--- config.mk ---
export PLATFORM = sky130hd
export DESIGN_NAME = kmer_code_scanner
export DESIGN_NICKNAME = d
export VERILOG_FILES = /design/src/hdl/kcs_pkg.sv /design/src/hdl/kcs_front.sv /design/src/hdl/kcs_fifo.sv /design/src/hdl/kcs_back.sv /design/src/hdl/kmer_code_scanner.sv
export SDC_FILE = /design/constraint.sdc
export NUM_CORES = 2
export LEC_CHECK = 0
export ABC_CLOCK_PERIOD_IN_PS = 40100
export CAP_MARGIN = 40
export CORE_AREA = 5 5 401 364
export CTS_BUF_LIST = sky130_fd_sc_hd__clkbuf_16
export DETAILED_ROUTE_END_ITERATION = 10
export DIE_AREA = 0 0 406 369
export DONT_BUFFER_PORTS = 1
export PLACE_DENSITY_LB_ADDON = 0.25
export SLEW_MARGIN = 20
export SYNTH_ARGS = -nofsm -noshare
export SYNTH_HDL_FRONTEND = slang
export SYNTH_SLANG_ARGS = --single-unit
--- constraint.sdc ---
create_clock -name clk -period 40.1 [get_ports clk]
set_input_delay 2.005 -clock clk [delete_from_list [all_inputs] [get_ports clk]]
set_output_delay 2.005 -clock clk [all_outputs]
set_load 0.005 [all_outputs]
--- src/hdl/kcs_pkg.sv ---
// ----------------------------------------------------------------------------
// kcs_pkg
// Shared constants, register indexes and word types of the k-mer code scanner.
// ----------------------------------------------------------------------------
`default_nettype none

package kcs_pkg;

	localparam int MAX_K         = 32;
	localparam int K_BITS        = 6;
	localparam int CODE_BITS     = 2 * MAX_K;
	localparam int LEN_BITS      = 32;
	localparam int SEQ_BITS      = 24;
	localparam int NSEQ_BITS     = SEQ_BITS + 1;
	localparam int CFG_IDX_BITS  = 3;
	localparam int CFG_DATA_BITS = 64;
	localparam int QUEUE_DEPTH   = 2;
	localparam int QPTR_BITS     = (QUEUE_DEPTH > 1) ? $clog2(QUEUE_DEPTH) : 1;
	localparam int QCNT_BITS     = $clog2(QUEUE_DEPTH + 1);

	localparam logic [CFG_IDX_BITS-1:0] REG_KMER_SIZE = 3'd0;
	localparam logic [CFG_IDX_BITS-1:0] REG_SKIP      = 3'd1;
	localparam logic [CFG_IDX_BITS-1:0] REG_MIN_CODE  = 3'd2;
	localparam logic [CFG_IDX_BITS-1:0] REG_MAX_CODE  = 3'd3;
	localparam logic [CFG_IDX_BITS-1:0] REG_NUM_SEQ   = 3'd4;

	localparam logic [K_BITS-1:0]    RST_KMER_SIZE = K_BITS'(MAX_K);
	localparam logic [LEN_BITS-1:0]  RST_SKIP      = LEN_BITS'(32);
	localparam logic [NSEQ_BITS-1:0] RST_NUM_SEQ   = NSEQ_BITS'(1);

	typedef struct packed {
		logic [K_BITS-1:0]    kmer_size;
		logic [LEN_BITS-1:0]  skip;
		logic [CODE_BITS-1:0] min_code;
		logic [CODE_BITS-1:0] max_code;
		logic [NSEQ_BITS-1:0] num_seq;
	} cfg_t;

	typedef struct packed {
		logic [CODE_BITS-1:0] fwd_code;
		logic [CODE_BITS-1:0] rc_code;
		logic [LEN_BITS-1:0]  pos;
		logic [LEN_BITS-1:0]  rpos;
		logic [LEN_BITS-1:0]  len;
		logic [SEQ_BITS-1:0]  idx;
		logic                 gate;
		logic                 rev_pos_ok;
	} entry_t;

endpackage

`default_nettype wire

--- src/hdl/kcs_front.sv ---
// ----------------------------------------------------------------------------
// kcs_front
// Rolls the forward and reverse-complement codes per base and builds the word
// handed to the emission side: codes, positions and the segment gate.
// ----------------------------------------------------------------------------
`default_nettype none

module kcs_front import kcs_pkg::*; (
	input  wire logic                clk,
	input  wire logic                arst_n,
	input  wire cfg_t                cfg,
	input  wire logic                accept,
	input  wire logic [1:0]          base,
	input  wire logic                first_of_segment,
	input  wire logic [LEN_BITS-1:0] segment_length,
	input  wire logic [SEQ_BITS-1:0] segment_index,
	output entry_t                   entry
);

	logic [CODE_BITS-1:0] fwd_q, rc_q;
	logic [LEN_BITS-1:0]  cnt_q, len_q;
	logic [SEQ_BITS-1:0]  idx_q;

	logic [K_BITS-1:0]    k_eff, km1, rc_sh;
	logic [CODE_BITS-1:0] mask, fwd_prev, rc_prev, fwd_n, rc_n;
	logic [LEN_BITS-1:0]  i_cur, cnt_n, len_cur, km1_ext;
	logic [SEQ_BITS-1:0]  idx_cur;

	always_comb begin
		if (cfg.kmer_size == '0) begin
			k_eff = K_BITS'(1);
		end else if (cfg.kmer_size > K_BITS'(MAX_K)) begin
			k_eff = K_BITS'(MAX_K);
		end else begin
			k_eff = cfg.kmer_size;
		end
	end

	assign km1     = k_eff - K_BITS'(1);
	assign rc_sh   = {km1[K_BITS-2:0], 1'b0};
	assign km1_ext = LEN_BITS'(km1);
	assign mask    = (k_eff >= K_BITS'(MAX_K)) ? '1
	               : ((CODE_BITS'(1) << {k_eff, 1'b0}) - CODE_BITS'(1));

	assign fwd_prev = first_of_segment ? '0 : fwd_q;
	assign rc_prev  = first_of_segment ? '0 : rc_q;
	assign i_cur    = first_of_segment ? '0 : cnt_q;
	assign len_cur  = first_of_segment ? segment_length : len_q;
	assign idx_cur  = first_of_segment ? segment_index : idx_q;

	assign fwd_n = {fwd_prev[CODE_BITS-3:0], base} & mask;
	assign rc_n  = (rc_prev >> 2) | (CODE_BITS'(base ^ 2'b11) << rc_sh);
	assign cnt_n = (i_cur == '1) ? i_cur : i_cur + LEN_BITS'(1);

	always_comb begin
		entry.fwd_code   = fwd_n;
		entry.rc_code    = rc_n;
		entry.pos        = i_cur - km1_ext;
		entry.rpos       = len_cur - i_cur - LEN_BITS'(1);
		entry.len        = len_cur;
		entry.idx        = idx_cur;
		entry.gate       = (len_cur >= cfg.skip) && (i_cur < len_cur) && (i_cur >= km1_ext);
		entry.rev_pos_ok = ({1'b0, i_cur} + (LEN_BITS+1)'(1)) >= {1'b0, cfg.skip};
	end

	always_ff @(posedge clk or negedge arst_n) begin
		if (!arst_n) begin
			fwd_q <= '0;
			rc_q  <= '0;
			cnt_q <= '0;
			len_q <= '0;
			idx_q <= '0;
		end else if (accept) begin
			fwd_q <= fwd_n;
			rc_q  <= rc_n;
			cnt_q <= cnt_n;
			len_q <= len_cur;
			idx_q <= idx_cur;
		end
	end

endmodule

`default_nettype wire

--- src/hdl/kcs_fifo.sv ---
// ----------------------------------------------------------------------------
// kcs_fifo
// Short register queue between the rolling front and the emission back.
// ----------------------------------------------------------------------------
`default_nettype none

module kcs_fifo import kcs_pkg::*; (
	input  wire logic   clk,
	input  wire logic   arst_n,
	input  wire logic   wr_en,
	input  wire entry_t wr_data,
	output logic        full,
	input  wire logic   rd_en,
	output logic        rd_valid,
	output entry_t      rd_data
);

	entry_t               slot_q [QUEUE_DEPTH];
	logic [QPTR_BITS-1:0] wr_ptr_q, rd_ptr_q;
	logic [QCNT_BITS-1:0] count_q;
	logic                 do_wr, do_rd;

	assign full     = (count_q == QCNT_BITS'(QUEUE_DEPTH));
	assign rd_valid = (count_q != '0);
	assign rd_data  = slot_q[rd_ptr_q];
	assign do_wr    = wr_en && !full;
	assign do_rd    = rd_en && rd_valid;

	always_ff @(posedge clk) begin
		if (do_wr) begin
			slot_q[wr_ptr_q] <= wr_data;
		end
	end

	always_ff @(posedge clk or negedge arst_n) begin
		if (!arst_n) begin
			wr_ptr_q <= '0;
			rd_ptr_q <= '0;
			count_q  <= '0;
		end else begin
			if (do_wr) begin
				wr_ptr_q <= (wr_ptr_q == QPTR_BITS'(QUEUE_DEPTH - 1)) ? '0
				          : wr_ptr_q + QPTR_BITS'(1);
			end
			if (do_rd) begin
				rd_ptr_q <= (rd_ptr_q == QPTR_BITS'(QUEUE_DEPTH - 1)) ? '0
				          : rd_ptr_q + QPTR_BITS'(1);
			end
			if (do_wr && !do_rd) begin
				count_q <= count_q + QCNT_BITS'(1);
			end else if (do_rd && !do_wr) begin
				count_q <= count_q - QCNT_BITS'(1);
			end
		end
	end

	a_count_bound: assert property (@(posedge clk) disable iff (!arst_n)
		count_q <= QCNT_BITS'(QUEUE_DEPTH))
		else $error("queue count above depth");

endmodule

`default_nettype wire

--- src/hdl/kcs_back.sv ---
// ----------------------------------------------------------------------------
// kcs_back
// Filters the queued codes and emits forward then reverse results through
// a one-word output register.
// ----------------------------------------------------------------------------
`default_nettype none

module kcs_back import kcs_pkg::*; (
	input  wire logic                 clk,
	input  wire logic                 arst_n,
	input  wire cfg_t                 cfg,
	input  wire logic                 head_valid,
	input  wire entry_t               head,
	output logic                      head_pop,
	output logic                      empty,
	input  wire logic                 pop,
	output logic [CODE_BITS-1:0]      code,
	output logic                      reverse_strand,
	output logic [SEQ_BITS-1:0]       seq_number,
	output logic [LEN_BITS-1:0]       rel_pos,
	output logic                      last
);

	logic                 phase_q, out_valid_q;
	logic [CODE_BITS-1:0] out_code_q;
	logic                 out_rev_q, out_last_q;
	logic [SEQ_BITS-1:0]  out_seq_q;
	logic [LEN_BITS-1:0]  out_pos_q;

	logic                 fwd_pos_ok, fwd_pass, rc_pass, fwd_ok, rev_ok;
	logic                 has_res, both, out_free, load;
	logic [SEQ_BITS-1:0]  rseq;

	assign fwd_pos_ok = ({1'b0, head.pos} + {1'b0, cfg.skip}) <= {1'b0, head.len};
	assign fwd_pass   = ((cfg.min_code == '0) || (cfg.min_code < head.fwd_code))
	                  && (head.fwd_code <= cfg.max_code);
	assign rc_pass    = ((cfg.min_code == '0) || (cfg.min_code < head.rc_code))
	                  && (head.rc_code <= cfg.max_code);
	assign fwd_ok     = head.gate && fwd_pos_ok && fwd_pass && !phase_q;
	assign rev_ok     = head.gate && head.rev_pos_ok && rc_pass;
	assign rseq       = SEQ_BITS'(cfg.num_seq - NSEQ_BITS'(1) - NSEQ_BITS'(head.idx));

	assign has_res  = fwd_ok || rev_ok;
	assign both     = fwd_ok && rev_ok;
	assign out_free = !out_valid_q || pop;
	assign load     = head_valid && out_free && has_res;
	assign head_pop = head_valid && (!has_res || (out_free && !both));

	always_ff @(posedge clk or negedge arst_n) begin
		if (!arst_n) begin
			phase_q     <= 1'b0;
			out_valid_q <= 1'b0;
		end else begin
			if (load && both) begin
				phase_q <= 1'b1;
			end else if (head_pop) begin
				phase_q <= 1'b0;
			end
			if (load) begin
				out_valid_q <= 1'b1;
			end else if (pop) begin
				out_valid_q <= 1'b0;
			end
		end
	end

	always_ff @(posedge clk) begin
		if (load) begin
			out_code_q <= fwd_ok ? head.fwd_code : head.rc_code;
			out_rev_q  <= !fwd_ok;
			out_seq_q  <= fwd_ok ? head.idx : rseq;
			out_pos_q  <= fwd_ok ? head.pos : head.rpos;
			out_last_q <= !both;
		end
	end

	assign empty          = !out_valid_q;
	assign code           = out_code_q;
	assign reverse_strand = out_rev_q;
	assign seq_number     = out_seq_q;
	assign rel_pos        = out_pos_q;
	assign last           = out_last_q;

	a_split_holds_head: assert property (@(posedge clk) disable iff (!arst_n)
		(load && both) |=> (phase_q && head_valid))
		else $error("head lost after forward half of a pair");

	a_phase_has_reverse: assert property (@(posedge clk) disable iff (!arst_n)
		phase_q |-> (head_valid && rev_ok))
		else $error("pending reverse word without a passing reverse code");

	a_reverse_is_last: assert property (@(posedge clk) disable iff (!arst_n)
		(out_valid_q && out_rev_q) |-> out_last_q)
		else $error("reverse word not marked last");

endmodule

`default_nettype wire

--- src/hdl/kmer_code_scanner.sv ---
// ----------------------------------------------------------------------------
// kmer_code_scanner
// Rolling forward and reverse-complement k-mer codes over a base stream.
//
// Input side is a queue: drive base, first_of_segment, segment_length and
// segment_index with push; a word is taken at an edge with push high and
// full low. Result side is a queue: while empty is low the oldest result is
// on code/reverse_strand/seq_number/rel_pos/last; pop takes it.
// Configuration: cfg_valid/cfg_ready with cfg_index and cfg_data; cfg_ready
// is always high. Write only while no base or result is in flight.
// The first result of a base passes through the queue and the output register.
// Throughput: one base per cycle while pop is high and each base yields at
// most one result; when both codes pass, the base waits at the queue head
// while the single output register drains one result per cycle.
// Reset clears the rolling codes, counters and queues and loads register defaults
// (k=32, skip 32, no lower bound, full upper bound, one sequence).
// When pop stays low the output register holds its word, the two-entry
// queue behind it fills, and full rises.
// ----------------------------------------------------------------------------
`default_nettype none

module kmer_code_scanner import kcs_pkg::*; (
	input  wire logic                     clk,
	input  wire logic                     arst_n,
	input  wire logic                     push,
	output logic                          full,
	input  wire logic [1:0]               base,
	input  wire logic                     first_of_segment,
	input  wire logic [LEN_BITS-1:0]      segment_length,
	input  wire logic [SEQ_BITS-1:0]      segment_index,
	output logic                          empty,
	input  wire logic                     pop,
	output logic [CODE_BITS-1:0]          code,
	output logic                          reverse_strand,
	output logic [SEQ_BITS-1:0]           seq_number,
	output logic [LEN_BITS-1:0]           rel_pos,
	output logic                          last,
	input  wire logic                     cfg_valid,
	output logic                          cfg_ready,
	input  wire logic [CFG_IDX_BITS-1:0]  cfg_index,
	input  wire logic [CFG_DATA_BITS-1:0] cfg_data
);

	cfg_t   cfg_q;
	entry_t front_word, head_word;
	logic   accept, head_valid, head_pop;

	assign cfg_ready = 1'b1;
	assign accept    = push && !full;

	always_ff @(posedge clk or negedge arst_n) begin
		if (!arst_n) begin
			cfg_q.kmer_size <= RST_KMER_SIZE;
			cfg_q.skip      <= RST_SKIP;
			cfg_q.min_code  <= '0;
			cfg_q.max_code  <= '1;
			cfg_q.num_seq   <= RST_NUM_SEQ;
		end else if (cfg_valid && cfg_ready) begin
			case (cfg_index)
				REG_KMER_SIZE: cfg_q.kmer_size <= cfg_data[K_BITS-1:0];
				REG_SKIP:      cfg_q.skip      <= cfg_data[LEN_BITS-1:0];
				REG_MIN_CODE:  cfg_q.min_code  <= cfg_data[CODE_BITS-1:0];
				REG_MAX_CODE:  cfg_q.max_code  <= cfg_data[CODE_BITS-1:0];
				REG_NUM_SEQ:   cfg_q.num_seq   <= cfg_data[NSEQ_BITS-1:0];
				default: begin
				end
			endcase
		end
	end

	kcs_front u_front (
		.clk              (clk),
		.arst_n           (arst_n),
		.cfg              (cfg_q),
		.accept           (accept),
		.base             (base),
		.first_of_segment (first_of_segment),
		.segment_length   (segment_length),
		.segment_index    (segment_index),
		.entry            (front_word)
	);

	kcs_fifo u_fifo (
		.clk      (clk),
		.arst_n   (arst_n),
		.wr_en    (accept),
		.wr_data  (front_word),
		.full     (full),
		.rd_en    (head_pop),
		.rd_valid (head_valid),
		.rd_data  (head_word)
	);

	kcs_back u_back (
		.clk            (clk),
		.arst_n         (arst_n),
		.cfg            (cfg_q),
		.head_valid     (head_valid),
		.head           (head_word),
		.head_pop       (head_pop),
		.empty          (empty),
		.pop            (pop),
		.code           (code),
		.reverse_strand (reverse_strand),
		.seq_number     (seq_number),
		.rel_pos        (rel_pos),
		.last           (last)
	);

endmodule

`default_nettype wire

Word-level counts from Yosys, hierarchy flattened. Memories as Yosys holds them, arrays and structs flattened. Index checks and enable logic that the tools add are counted.

Input bits: 131. Bits in registers: 532. Word-level logic and storage cells: 124. Output and inout port bits: 125. RAM bits: 500. Memories: 1.

Reductions and logical operators: 45. Equal/unequal tests: 6. Order comparisons: 11. Muxes and demuxes: 22. $add $sub $neg: 14. Bitwise gates (word level): 3. Shift operators: 2.

Memories: u_fifo.slot_q (words 2, bits a word 250, rd ports 1, clocked after Yosys merged registers in 0, wr ports 1, RTL line kcs_fifo.sv:18) `entry_t slot_q [QUEUE_DEPTH];`.

Operator list (number): $mux 64 (3); $le 64x64->1 (2); $lt 64x64->1 (2); $mux 32 (4); $and 64x64->64 (1); $logic_not 64->1 (1); $or 62x64->64 (1); $shl 1x7->64 const A (1); $shl 2x6->64 (1); $sub 64x1->64 const B (1); $mux 62 (1); $mux 24 (2); $add 32x1->33 const B (1); $add 32x32->33 (1); $ge 33x32->1 (1); $le 33x32->1 (1); $add 32x1->32 const B (1); $eq 32x32->1 const B (1); $ge 32x32->1 (1); $ge 32x6->1 (1); $lt 32x32->1 (1); $sub 32x1->32 const B (1); $sub 32x32->32 (1); $sub 32x6->32 (1); 23 further kinds (71).

Depth between registers and ports, before layout. An unclocked memory read counts as a cell.

Depth after elaboration: 15. Mapped depth: 31. Gate-level depth less buffers: 27.

Modules after synthesis. A second synthesis with hierarchy kept.

Cells, all modules: 4740. Area, all modules: 57963.1 µm².

By module, submodules not included: kcs_fifo (area each 19018.2 µm², cells each 797, seq. area each 15114.5 µm², instances 1); kcs_front (area each 16448.3 µm², cells each 1829, seq. area each 5305.1 µm², instances 1); kcs_back (area each 14731.6 µm², cells each 1703, seq. area each 3713.6 µm², instances 1); kmer_code_scanner (area each 7764.9 µm², cells each 411, seq. area each 4863.4 µm², instances 1).

Worst setup path before layout. No wires, ideal clock.

Kind: register to register. From: reg u_fifo.rd_ptr_q. To: reg u_back.out_code_q[0], in the netlist u_back.code[0], enable pin. Period minus slack after synthesis: 14.591 ns. Cell stages (with the launch flop): 26. Library setup time: 0.753 ns. Required time: 39.347 ns. Data arrival time: 13.838 ns. Setup slack: 25.509 ns. Buffers on the path: 5. Path through: dfrtp_1 > clkbuf_1 > clkbuf_1 > clkbuf_1 > buf_1 > mux2i_1 > fa_1 > nor2b_1 > o31a_1 > o31ai_2 > o21bai_1 > a41oi_1 > a21oi_1 > o211ai_1 > mux2_2 > nor3_1 > ha_1 > a21o_1 > a21oi_1 > nand3b_1 > nor4_1 > o211ai_1 > nor3_2 > buf_2 > nor2_1 > nor3_1.

Longest elaborated chain between the ends: 8. Elaborated cells on any way between the ends: 18. Classes of those cells: 1 x add/sub; 5 x order compare; 11 x reduce/logical; 1 x memory.

Ends and longest elaborated chain: start, declared (RTL line kcs_fifo.sv:19) `logic [QPTR_BITS-1:0] wr_ptr_q, rd_ptr_q;`; start signal, assigned (RTL line kcs_fifo.sv:46) `rd_ptr_q <= (rd_ptr_q == QPTR_BITS'(QUEUE_DEPTH - 1)) ? '0`; $mem_v2 2x250 (*); $add 32x32->33 / $lt 64x64->1 (equally long branches) (RTL line kcs_back.sv:34, kcs_back.sv:35); $le 33x32->1 / $logic_or 1x1->1 (equally long branches) (RTL line kcs_back.sv:34, kcs_back.sv:35); $logic_and 1x1->1 (on tied branches) (RTL line kcs_back.sv:39, kcs_back.sv:36); $logic_and 1x1->1 (2 in series) (RTL line kcs_back.sv:39) `assign fwd_ok = head.gate && fwd_pos_ok && fwd_pass && !phase_q;`; $logic_or 1x1->1 (*) (RTL line kcs_back.sv:43) `assign has_res = fwd_ok || rev_ok;`; $logic_and 1x1->1 (*) (RTL line kcs_back.sv:46) `assign load = head_valid && out_free && has_res;`; net u_back.load (RTL line kcs_back.sv:31) `logic has_res, both, out_free, load;`; end signal, assigned (RTL line kcs_back.sv:69) `out_code_q <= fwd_ok ? head.fwd_code : head.rc_code;`; end, declared (RTL line kcs_back.sv:25) `logic [CODE_BITS-1:0] out_code_q;`.

The timed path passes the listed nets; every way through them passes the cells marked *. A chain may end at the register's enable or synchronous reset.

Worst setup path in the final report.
From: reg u_fifo.rd_ptr_q. To: reg u_back.out_code_q[44], in the netlist u_back.code[44], enable pin.

Same word-level chain as after synthesis.

==> reports/qor.yml <==
sta:
  fin_setup_tns_ps: 0
  worstMarginPinSlew_ps: 1020
  setup-violations-final: 0
  finalCritPeriodShare_pct: 22.2
  fmax_mhz: 112
  hold_ws_ps: 468
  finalClockSkew_ps: 39.1
  grt_setup_unrepaired: "false"
  maxSlewViolCount: 0
  timing_hold_violations_final: 0
  maxSlewHeadroom_pct: 32.0
  period_minus_slack_ps: 8900
global_route:
  antenna_found_initial: 17
  grt_pass1_wl_mm: 250
  grt_max_degree: 409
  grt_overflow: 0
  track_usage_pct: 22.4
  grt_pass1_vias: 37200
setup_path:
  r2r_start: "u_fifo.rd_ptr_q"
  cp.arrival_ps: 9270
  critical_path_class: "flop to flop"
  startpoint_type: "flop"
  worstPathRequired_ps: 40470
  rr_worst_depth: 26
  r2r-end: "u_back.code[44]"
  rrSetupSlack_ps: 31200
  path_max_fanout: 92
  end_kind: "flop"
  critPathCapture: "u_back.code[44]"
  startpoint: "u_fifo.rd_ptr_q"
place:
  hpwl_mm: 125
  io_buffer_count: 0
  gp_congestion: 0.920
yosys:
  ys_warn_count: 0
  ys_seq_area_share_pct: 51.6
  async_flop_share_pct: 39.6
  postSynthCellCount: 4931
  ys.flop_type: "edfxtp_1"
  synth.ff_latch_count: 1030
  synth_edf_count: 622
  netlist_area_um2: 56100
  synth.distinct_cells: 87
  synth.avg_cell_area_um2: 11.4
final_layout:
  fill_cells: 13100
  layout_commonest_cell: "edfxtp_1"
  final_cell_mix: "622 x edfxtp_1, 482 x ha_1, 432 x inv_1"
  nets: 5541
  multiInputGateArea_um2: 25000
  regArea_um2: 29000
  area_delta_synth_final_pct: 10.6
  drive_gt1_share_pct: 14.1
floorplan:
  die_w_um: 406
  die_h_um: 369
  ioPinCount: 256
  coreArea_um2: 141000
  die-area_um2: 150000
  initial_utilization_pct: 39.8
  rows: 131
pwr:
  p_leak_nw: 26.0
  seqPwrFrac_pct: 35.9
  powerDensity_nw_per_um2: 81.3
  ir_drop_mv: 0.0504
  p_comb_share_pct: 44.1
  pwr-share-clk_pct: 20.0
  finalPower_w: 0.00505
  p_switching_w: 0.00205
  internal_power_w: 0.00300
  switching_share_pct: 40.5
routing:
  avgRoutedWirePerCell_um: 24.8
  vias: 38500
  dr.pass1.iters: 5
  viasPerCell: 5.58
  dr.first_iter.drc_count: 3426
  route.detailed.drc: 0
  drtAntennaViolNets: 0
  postRouteWirelength_mm: 171
clock_tree:
  holdBufCountCts: 0
  cts_buffers: 113
  post_cts_buffers: 0
  cts_tree: "done"
  post_cts_resized: 0
  cts_buffer_depth: 3
  cts_root_buf: "clkbuf_16"
  cts.sinks: 1030
  clkTransAtPathRegs_ps: 60
  htree_num_levels: 3
  clkLatencyLatePin_ps: 750
worst_hold_path:
  hold_path.class: "flop to flop"
job:
  max_cap_violations: 0
run_status:
  status: "finished, final reports clean"
[per-layer routing]
metal	routed length (um)	global-route usage, %	part of all wire (%)	up-vias
li1	-	-	-	18000
met1	76100	31.2	44	19000
met2	73500	33.4	43	1359
met3	17000	7.92	9.9	230
met4	4470	5.58	2.6	6
met5	94	0.325	0.055	-
[power groups by stage]
stage,clock network [W],logic (W),registers (W)
after floorplan,0,0.00157,0.00178
after global placement,0,0.00213,0.00183
after detailed placement,0,0.00218,0.00183
after CTS,0.00103,0.00220,0.00181
after global routing,0.00108,0.00246,0.00185
final,0.00101,0.00223,0.00181
[cell usage after synthesis (25+ instances only)]
| master | instances | area share [%] |
|---|---|---|
| a211oi_1 | 25 | 0.33 |
| dfrtp_1 | 341 | 15 |
| nand2_1 | 427 | 2.9 |
| nand4_1 | 74 | 0.82 |
| a21oi_1 | 314 | 2.8 |
| dfstp_2 | 67 | 3.1 |
| o211ai_1 | 26 | 0.35 |
| inv_1 | 400 | 2.7 |
| nor3_1 | 49 | 0.44 |
| mux2_2 | 387 | 7.8 |
| ha_1 | 482 | 11 |
| buf_1 | 25 | 0.17 |
| and3_1 | 39 | 0.43 |
| xnor2_1 | 99 | 1.5 |
| o22ai_1 | 67 | 0.75 |
| nor4_1 | 38 | 0.42 |
| mux2i_1 | 169 | 3.0 |
| a21o_1 | 99 | 1.3 |
| nand3_1 | 84 | 0.75 |
| nor2_1 | 277 | 1.9 |
| nor2b_1 | 38 | 0.42 |
| edfxtp_1 | 622 | 33 |
| o21ai_0 | 262 | 2.3 |
| nand2b_1 | 28 | 0.31 |
| xor2_1 | 39 | 0.61 |
| clkbuf_1 | 140 | 0.94 |
[worst min path at each step]
stage | startpoint | to | slack (ps) | cells past startpoint
2_1_floorplan | u_front.fwd_q[60] | u_front.fwd_q[60] | 440 | 2
3_3_place_gp | u_front.fwd_q[60] | u_front.fwd_q[60] | 450 | 2
3_5_place_dp | u_front.fwd_q[45] | u_front.fwd_q[45] | 460 | 2
4_1_cts | u_front.fwd_q[36] | u_front.fwd_q[36] | 470 | 2
5_1_grt | u_front.fwd_q[40] | u_front.fwd_q[40] | 490 | 2
6_report | u_front.fwd_q[36] | u_front.fwd_q[36] | 470 | 2
[layout make-up]
type	count	share of cell area [%]
Clock buffer	117	4.72
Multi-Input combinational cell	3318	40.3
Clock inverter	97	1.02
Sequential cell	1030	46.7
Inverter	401	2.44
Timing Repair Buffer	60	1.06
Tap cell	1862	3.75
Antenna cell	16	0.0645
[worst max-delay path, stage by stage (launching register included)]
cell and delay (ps):
dfrtp_4 720, buf_12 480, mux2_2 430, ha_1 220, inv_1 70, fa_1 200
nor2b_1 60, o31a_1 300, o31ai_2 480, o21bai_1 260, a41oi_1 330, a21oi_1 180
o211ai_1 230, mux2_2 350, nor3_1 170, ha_1 270, a21o_1 180, a21oi_1 220
nand3b_1 140, nor4_1 380, o211ai_1 280, nor3_4 160, buf_4 630, nor2_1 160
nor3_2 170, buf_4 500, buf_4 650
[flip-flops by register name, summed over array words and instances (netlist names)]
register	cells
u_front.rc_q	62
u_fifo.slot_q	500
u_fifo.wr_ptr_q	1
u_fifo.count_q	2
u_back.last	1
u_front.cnt_q	32
u_back.seq_number	24
u_fifo.rd_ptr_q	1
u_back.phase_q	1
u_back.out_valid_q	1
u_back.rel_pos	32
u_front.fwd_q	62
u_back.reverse_strand	1
u_front.idx_q	24
u_back.code	64
u_front.len_q	32
cfg_q	190
[logic make-up (layout without fill, tap and decap cells)]
kind of cell / after synthesis / count (layout) / share of synthesized area, %
simple gates: 1147 / 1147 / 9.62
flops: 1030 / 1030 / 51.6
compound gates: 974 / 974 / 10.6
buf+inv: 584 / 675 / 4.02
mux: 571 / 571 / 11.1
fa+ha+maj: 486 / 486 / 10.9
xor+xnor: 138 / 138 / 2.15
other cells: 1 / 18 / 0.00668
[per-stage QoR]
stage / utilization [%] / instance area, um^2 / instances / setup WS [ps]
after floorplan: - / 56100 / 4932 / 25510
after global placement: 41.2 / 58100 / 6648 / 31410
after detailed placement: 41.3 / 58300 / 6661 / 31320
after CTS: 43.9 / 61800 / 6875 / 31300
after global routing: 44.0 / 62100 / 6890 / 30710
final: 44.0 / 62100 / 6901 / 31200
Power figures use the tool's default switching activity.
